[src/hw/rtl/bpa_pkg.sv]
// ----------------------------------------------------------------------------
// bpa_pkg
// Shared types, sizes and codes for the bitmap page allocator.
// ----------------------------------------------------------------------------
package bpa_pkg;

   localparam int NUM_PAGES   = 32768;
   localparam int PAGE_BYTES  = 4096;
   localparam int WORD_BITS   = 32;

   localparam int PAGE_SHIFT  = $clog2(PAGE_BYTES);
   localparam int BIT_IDX_W   = $clog2(WORD_BITS);
   localparam int WORDS       = (NUM_PAGES + WORD_BITS - 1) / WORD_BITS;
   localparam int PAGE_IDX_W  = $clog2(NUM_PAGES);
   localparam int WORD_IDX_W  = (PAGE_IDX_W > BIT_IDX_W) ? PAGE_IDX_W - BIT_IDX_W : 1;
   localparam int SCAN_W      = WORD_IDX_W + 1;
   localparam int LIMIT_W     = PAGE_IDX_W + 1;

   localparam int SIZE_W      = 28;
   localparam int ADDR_W      = 27;
   localparam int COUNT_W     = 16;
   localparam int CFG_W       = 16;
   localparam int REQ_PAGES_W = SIZE_W + 1 - PAGE_SHIFT;

   localparam int          COUNT_MAX = (1 << COUNT_W) - 1;
   localparam logic [CFG_W-1:0] TOTAL_PAGES_RST = CFG_W'(32768);

   localparam logic OP_ALLOC = 1'b0;
   localparam logic OP_FREE  = 1'b1;

   typedef enum logic [2:0] {
      ST_CLEAR,
      ST_IDLE,
      ST_SCAN,
      ST_PREP,
      ST_MARK_RD,
      ST_MARK_WR,
      ST_DONE
   } state_type;

   typedef struct packed {
      logic                 hit;
      logic [BIT_IDX_W-1:0] hit_bit;
      logic [LIMIT_W-1:0]   carry_out;
   } run_result_type;

   function automatic logic [LIMIT_W-1:0] clamp_limit(input logic [CFG_W-1:0] cfg);
      if (32'(cfg) > 32'(NUM_PAGES)) begin
         return LIMIT_W'(NUM_PAGES);
      end
      return LIMIT_W'(cfg);
   endfunction

endpackage

[src/hw/rtl/bpa_run_finder.sv]
// ----------------------------------------------------------------------------
// bpa_run_finder
// Evaluates one bitmap word: free-run length ending at every bit, given the
// run carried in from the word below, and the lowest bit where it fits.
// ----------------------------------------------------------------------------
module bpa_run_finder
   import bpa_pkg::*;
(
   input  logic [WORD_BITS-1:0]   word,
   input  logic [WORD_IDX_W-1:0]  word_idx,
   input  logic [LIMIT_W-1:0]     carry_in,
   input  logic [REQ_PAGES_W-1:0] pages,
   input  logic [LIMIT_W-1:0]     limit,
   output run_result_type         result
);

   logic                 has_used  [WORD_BITS];
   logic [BIT_IDX_W-1:0] last_used [WORD_BITS];
   logic [LIMIT_W-1:0]   run_len   [WORD_BITS];
   logic [WORD_BITS-1:0] fits;

   // last used bit at or below each position
   always_comb begin
      for (int i = 0; i < WORD_BITS; i++) begin
         has_used[i]  = 1'b0;
         last_used[i] = '0;
         for (int j = 0; j < WORD_BITS; j++) begin
            if (j <= i && word[j]) begin
               has_used[i]  = 1'b1;
               last_used[i] = BIT_IDX_W'(j);
            end
         end
      end
   end

   always_comb begin
      for (int i = 0; i < WORD_BITS; i++) begin
         if (has_used[i]) begin
            run_len[i] = LIMIT_W'(i) - LIMIT_W'(last_used[i]);
         end else begin
            run_len[i] = carry_in + LIMIT_W'(i + 1);
         end
         fits[i] = (32'(run_len[i]) >= 32'(pages)) &&
                   (((32'(word_idx) << BIT_IDX_W) + 32'(i)) < 32'(limit));
      end
   end

   always_comb begin
      result.hit       = |fits;
      result.hit_bit   = '0;
      result.carry_out = run_len[WORD_BITS-1];
      for (int i = WORD_BITS - 1; i >= 0; i--) begin
         if (fits[i]) begin
            result.hit_bit = BIT_IDX_W'(i);
         end
      end
   end

endmodule

[config.mk]
export PLATFORM = sky130hd
export DESIGN_NAME = bpa_run_finder
export DESIGN_NICKNAME = d
export VERILOG_FILES = /design/src/hw/rtl/bpa_pkg.sv /design/src/hw/rtl/bpa_run_finder.sv
export SDC_FILE = /design/constraint.sdc
export NUM_CORES = 1
export LEC_CHECK = 0
export ABC_AREA = 1
export BUFFER_PORTS_ARGS = -buffer_cell sky130_fd_sc_hd__buf_2
export CAP_MARGIN = 20
export CORE_MARGIN = 10
export CORE_UTILIZATION = 35
export DETAILED_ROUTE_END_ITERATION = 8
export GPL_TIMING_DRIVEN = 0
export MAX_ROUTING_LAYER = met4
export PLACE_DENSITY_LB_ADDON = 0.3
export REMOVE_ABC_BUFFERS = 1
export SLEW_MARGIN = 15
export SYNTH_ARGS = -nofsm -noshare
export SYNTH_HDL_FRONTEND = slang
export SYNTH_SLANG_ARGS = --single-unit
[constraint.sdc]
create_clock -name vclk -period 11.29
set_input_delay 1.6935 -clock vclk [all_inputs]
set_output_delay 1.6935 -clock vclk [all_outputs]
set_load 0.005 [all_outputs]
* Word level (Yosys, flattened, before mapping)
Cells that the tools add are included.
** Cells by class
- Muxes and demuxes :: 127
- Add/subtract/negate cells :: 94
- Reduce and logical (&&, ||, !) cells :: 33
- $lt $le $gt $ge :: 64
** Operators by type and width (number)
- 16-bit by 17-bit >= comparator with 1-bit output :: 32
- 16-bit 2-to-1 mux :: 32
- 16-bit < comparator :: 31
- 5-bit 2-to-1 mux :: 62
- 15-bit by 5-bit adder with 16-bit output (second input constant) :: 16
- 16-bit by 5-bit adder with 16-bit output (second input constant) :: 16
- 15-bit by 4-bit adder with 16-bit output (second input constant) :: 8
- 16-bit by 4-bit adder with 16-bit output (second input constant) :: 8
- 5-bit by 5-bit subtractor with 6-bit output (first input constant) :: 16
- 15-bit by 3-bit adder with 16-bit output (second input constant) :: 4
- 16-bit by 3-bit adder with 16-bit output (second input constant) :: 4
- 4-bit by 5-bit subtractor with 6-bit output (first input constant) :: 8
- 1-bit 2-to-1 mux :: 33
- 15-bit by 2-bit adder with 16-bit output (second input constant) :: 2
- 16-bit by 2-bit adder with 16-bit output (second input constant) :: 2
- 1-bit logical AND :: 32
- 32-bit OR reduction :: 1
- 3-bit by 5-bit subtractor with 6-bit output (first input constant) :: 4
- 15-bit by 1-bit adder with 16-bit output (second input constant) :: 1
- 16-bit by 1-bit adder with 16-bit output (second input constant) :: 1
- 16-bit by 6-bit adder with 16-bit output (second input constant) :: 1
- 15-bit by 16-bit < comparator with 1-bit output :: 1
- 2-bit by 5-bit subtractor with 6-bit output (first input constant) :: 2
- 1-bit by 5-bit subtractor with 6-bit output (first input constant) :: 1
** Storage, ports and cells
- Output and inout bits :: 22
- Bits in registers :: 0

* Logic depth before layout (Yosys ltp)
Gate-level depths: netlist of the first run.
- Word-level depth :: 67
- Depth in mapped cells :: 73
- Depth with buffers taken out :: 73

* Worst setup path after synthesis of the first run
OpenSTA, ideal clock, no wires.
- Path type :: in2out
- Start :: input word[3]
- End :: output result[16] (netlist bit)
- Stages on the path :: 72
- Data required time :: 9.596 ns
- Path buffers :: 0
- Slack :: 3.145 ns
- Arrival time :: 6.451 ns
- Cells stage by stage :: nor2_1 nor2_2 or2_1 nor2_2 inv_2 nand2_2 inv_2 nor2_2 nand2_1 nand2_2 nor2_4 inv_2 nand3_2 nand2_2 nand3_2 nand2_2 nor2_2 inv_2 [... 36 more ...] nand2_1 nand2_1 nand2_1 nand2_1 nand2_1 nand2_1 nand2_1 nand2_1 nand2_1 nand2_1 nand2_1 nand2_1 nand2_1 nand2_1 nand2_1 nand2_1 nand2_1 a21oi_1
** RTL lines
- start, declared :: RTL line bpa_run_finder.sv:9 : input logic [WORD_BITS-1:0] word,
- end, declared :: RTL line bpa_run_finder.sv:14 : output run_result_type result

==> flow_summary_export.csv, run 1 <==
group,metric,value,unit
outcome,status,"complete, but fails checks",
outcome,violations,"negative setup slack",
yosys,synth_warnings,0,
floorplanning,ios,113,
yosys,yosys-top-cells-area,"ha_1 31%, nand2_1 11%, a21oi_1 8.5%",
yosys,syn_inst,3736,
place,gp_congestion,1.06,
detailed_routing,first_pass_iters,8,
timing,finalCritPeriodShare,103,%
global_route,grt_pass1_vias,25353,
timing,tns,-0.312,ns
timing,final.min_clock_period,11.60,ns
hold_path,min_path_cells,3,
worst_setup_path,startpoint_type,"input pin",
detailed_routing,detail_route.iter0.violations,3702,
timing,relSlewSlack,12.5,%
hold_path,min_to,"result[4]",
final_layout,nFillCells,7379,
final_layout,nets,4428,
timing,max_freq,86.2,MHz
floorplanning,dieArea,76200,sq um
timing,final-setup-viol-count,1,
final_layout,regArea,0,sq um
floorplanning,rows,93,
global_route,grt.total_usage,30.6,%
detailed_routing,routed-via-count,27953,
run,max-cap-violations,0,
worst_setup_path,cp_data_required_time,9.60,ns
detailed_routing,routed_wl,122,mm
floorplanning,die_h,276,um
place,hpwl,89.5,mm
detailed_routing,antenna_left,0,
timing,fin_ws,-0.312,ns
global_route,grt_max_degree,37,
final_layout,nClkBuffers,0,
timing,hold_violations,0,
yosys,synth_top_area_share,31.1,%
worst_setup_path,crit_start,"carry_in[7]",
worst_setup_path,critPathCaptureType,"primary output",
worst_setup_path,critPathKind,"in -> out",
hold_path,hold_class,"in -> out",
final_layout,layout-drive-gt1-share,9.35,%
worst_setup_path,crit_fanout,22,
yosys,synth_area_per_cell,6.14,sq um
yosys,seq_area_frac_synth,0,%
detailed_routing,drcViolationCount,0,
global_route,grt_pass1_wl,173,mm
floorplanning,start_util,35.5,%
worst_setup_path,arrival,9.91,ns
hold_path,hp-start,"word[31]",
detailed_routing,wl_per_cell,26.2,um
final_layout,seq_cell_count,0,
timing,slew_viol_final,0,
timing,tightest_slew,1.31,ns
detailed_routing,post_drt_via_cell_ratio,6.03,
floorplanning,coreArea,64700,sq um
global_route,grt_overflow,0,
place,port_buffers,113,
final_layout,area_growth,7.23,%
yosys,synth_cell_types,64,
yosys,yosys.area.top_type,"ha_1",
floorplanning,die_w,276,um
global_route,antenna_found_initial,11,
yosys,netlist_area,22900,sq um
==> cell usage in the layout, fill, tap and decap left out, types with 19 or more instances in the layout <==
cell and n:
a211oi_1 54, a21boi_0 19, a21o_1 20, a21oi_1 387, a31oi_1 52, buf_2 112
ha_1 569, inv_1 359, inv_2 66, nand2_1 650, nand2_2 31, nand3_1 86
nand4_1 67, nor2_1 467, nor2_2 38, nor2_4 29, nor3_1 78, o211ai_1 27
o21ai_0 262, xor2_1 169
==> through the flow <==
stage	area (sq um)	utilization, %	hold slack [ns]	std cells	setup WS, ns
floorplan	22300	-	3.41	3618	2.93
global placement	23900	36.9	3.69	4586	-4.60
detailed placement	24500	37.8	3.70	4613	-1.72
CTS	24500	37.9	3.70	4615	0.0160
global route	24600	38.0	3.71	4632	-0.000654
finish	24600	38.0	3.70	4635	-0.312
==> layer usage <==
| layer | routed length (um) | share of wire [%] | GRT usage [%] |
|---|---|---|---|
| met1 | 48000 | 40 | 37.8 |
| met2 | 49400 | 41 | 44.8 |
| met3 | 14500 | 12 | 6.47 |
| met4 | 9660 | 7.9 | 19.2 |
| met5 | 0 | 0 | - |
==> layout make-up <==
type | instances | area, sq um | area share, %
Timing Repair Buffer | 146 | 1100 | 4.47
Multi-Input combinational cell | 3178 | 20700 | 84.3
Tap cell | 855 | 1070 | 4.35
Antenna cell | 16 | 40.0 | 0.163
Inverter | 440 | 1660 | 6.74
==> worst max-delay path, stage by stage <==
cell      delay, ns
buf_2          0.71
nand2_1        0.80
nor2_2         0.95
nand2_2        0.75
nor2_1         1.16
inv_1          0.51
o21ai_0        0.33
a31oi_1        0.14
ha_1           0.36
nand2_1        0.08
nor4_1         0.41
a221oi_1       0.14
a21boi_0       0.48
o221ai_1       0.25
nand2_1        0.10
nor2_1         0.05
a21boi_0       0.69
buf_2          0.26
==> cell families after synthesis <==
kind of cell             Yosys count  share of synthesized area, %
adder cells (fa/ha/maj)          571                          31.1
multiplexers                       1                        0.0436
AND/OR/NAND/NOR                 1493                          28.2
XOR/XNOR                         177                          6.76
AO/OA/AOI/OAI                    936                          23.7
buffers and inverters            558                          10.2
==> Yosys cell counts (5+ instances only) <==
cell type / instances
a41oi_1: 7
nor4_1: 13
nand4_1: 67
nor2_4: 21
a221oi_1: 9
a211oi_1: 54
buf_2: 19
ha_1: 571
xor2_1: 171
a21o_1: 20
o21a_1: 5
nand3_1: 86
o21ai_0: 263
nand2_2: 29
buf_6: 16
o31ai_1: 9
o211ai_1: 27
nor3b_1: 5
clkbuf_1: 55
nand2_1: 652
o221ai_1: 15
nor2_2: 34
o22ai_1: 8
buf_4: 8
a21oi_1: 388
o21bai_1: 8
a21boi_0: 19
nor3_1: 79
xnor2_1: 6
dlygate4sd1_1: 6
a31oi_1: 52
o311ai_0: 9
clkinv_1: 12
a2111oi_0: 14
buf_1: 8
inv_2: 46
o21ai_1: 6
inv_1: 380
nor2_1: 479
or2_2: 9
==> worst max-delay path by stage <==
| stage | cells after the start | endpoint | slack (ns) |
|---|---|---|---|
| after CTS | 50 | result[16] | 0.02 |
| after global routing | 18 | result[18] | -0.0007 |
| after floorplan | 52 | result[16] | 2.93 |
| final | 18 | result[18] | -0.31 |
| after global placement | 48 | result[16] | -4.60 |
| after detailed placement | 50 | result[16] | -1.72 |
==> timing repair <==
item / CTS / global route
hold buffers: 0 / 0
endpoints found under the setup margin: 6 / 3
setup buffers: 2 / 3
resized for setup: 6 / 7
pin swaps: 1 / 2
==> run 2: changes to the inputs <==
==> constraint.sdc (replaced) <==
create_clock -name vclk -period 11.29
set_input_delay 0.5645 -clock vclk [all_inputs]
set_output_delay 0.5645 -clock vclk [all_outputs]
set_load 0.005 [all_outputs]
==> run 2 against run 1 <==
The flow still finishes with violations (negative setup slack). Worst setup slack got worse by 0.11 ns. Count of clock-buffer cells in the layout unchanged. Final cell count about the same. Core utilization is 0.12 points lower. First-iteration DRC count shrank 0.49%. Sequential cell count is the same. Non-clock buffer count fell by 5. Critical endpoint is now result[16].
==> flow_summary_export.csv, run 2 (synthesized netlist as in run 1, its figures left out) <==
group,metric,value,unit
global_route,grt_pass1_wl,173,mm
worst_setup_path,crit_fanout,32,
timing,hold_violations,0,
global_route,grt.total_usage,30.6,%
hold_path,hold_class,"in -> out",
timing,final.min_clock_period,11.71,ns
detailed_routing,antenna_left,0,
worst_setup_path,max_stage_delay,0.99,ns
place,hpwl,89.5,mm
final_layout,multi_input_area,20700,sq um
global_route,antenna_found_initial,16,
timing,max_freq,85.4,MHz
final_layout,seq_cell_count,0,
clocking,cts_hold_buf,0,
final_layout,nFillCells,7377,
final_layout,utilization,37.9,%
floorplanning,die_w,276,um
global_route,grt_max_degree,37,
floorplanning,dieArea,76200,sq um
global_route,grt_overflow,0,
worst_setup_path,startpoint_type,"input pin",
final_layout,area_growth,6.89,%
worst_setup_path,cp_data_required_time,10.73,ns
final_layout,nets,4423,
worst_setup_path,critPathKind,"in -> out",
detailed_routing,routed-via-count,28065,
worst_setup_path,crit_top_cell,"nand2_1",
floorplanning,ios,113,
clocking,postCtsSetupBuffers,0,
final_layout,regArea,0,sq um
detailed_routing,detail_route.iter0.violations,3684,
floorplanning,rows,93,
detailed_routing,first_pass_iters,9,
timing,finalCritPeriodShare,104,%
outcome,violations,"negative setup slack",
floorplanning,start_util,35.5,%
detailed_routing,routed_wl,122,mm
hold_path,min_path_cells,3,
timing,slew_viol_final,0,
timing,final-setup-viol-count,2,
place,gp_congestion,1.06,
detailed_routing,post_drt_via_cell_ratio,6.06,
clocking,cts_resized,0,
floorplanning,coreArea,64700,sq um
detailed_routing,drcViolationCount,0,
global_route,grt_pass1_vias,25306,
final_layout,nClkBuffers,0,
worst_setup_path,arrival,11.14,ns
worst_setup_path,critPathCaptureType,"primary output",
timing,relSlewSlack,11.5,%
timing,tightest_slew,1.32,ns
run,max-cap-violations,0,
final_layout,final_cell_mix,"651 x nand2_1, 571 x ha_1, 468 x nor2_1",
place,port_buffers,113,
final_layout,layout_commonest_cell,"nand2_1",
final_layout,layout-drive-gt1-share,9.12,%
outcome,status,"complete, but fails checks",
timing,fin_ws,-0.419,ns
detailed_routing,wl_per_cell,26.3,um
worst_setup_path,slowest_stage,"ha_1",
timing,rsz0062_at_grt,"false",
floorplanning,die_h,276,um
-- run 2: cell types whose count changed in the layout (fill, tap and decap cells not counted), moves of 2 or more --
cell	delta
nor2_4	-5
buf_2	+2
nor2_2	+4
buf_4	-7
ha_2	-2
ha_1	+2
-- run 2: stage by stage --
stage / instances / setup WS [ns] / hold WS [ns] / setup TNS [ns] / cell area (sq um)
floorplan: 3618 / 5.18 / 1.16 / 0 / 22300
global placement: 4586 / -2.35 / 1.44 / -11.01 / 23900
detailed placement: 4613 / 0.541 / 1.44 / 0 / 24500
CTS: 4613 / 0.522 / 1.44 / 0 / 24500
global route: 4631 / 0.0212 / 1.45 / 0 / 24500
finish: 4631 / -0.419 / 1.44 / -0.736 / 24500
-- run 2: layout make-up --
class | instances | area share [%]
diodes | 17 | 0.173
inverters | 440 | 6.76
well taps | 855 | 4.36
repair buffers | 141 | 4.31
multi-input cells | 3178 | 84.4
-- run 2: critical path, delay by kind of cell --
family                     cells  cell delay, ns
and+or+nand+nor               41            6.84
buffers and inverters          6            2.15
adders and majority gates      2            1.33
AOI/OAI and AO/OA              1            0.16
-- run 2: final timing paths --
check / from / to / slack [ns]
setup / recovery: carry_in[5] / result[16] / -0.42
hold / removal: word[31] / result[4] / 1.44
-- run 2: routing by layer --
| layer | global-route usage (%) | wire (um) |
|---|---|---|
| met5 | - | 0 |
| met4 | 18.8 | 9490 |
| met3 | 6.76 | 14800 |
| met2 | 44.9 | 49700 |
| met1 | 37.7 | 47800 |
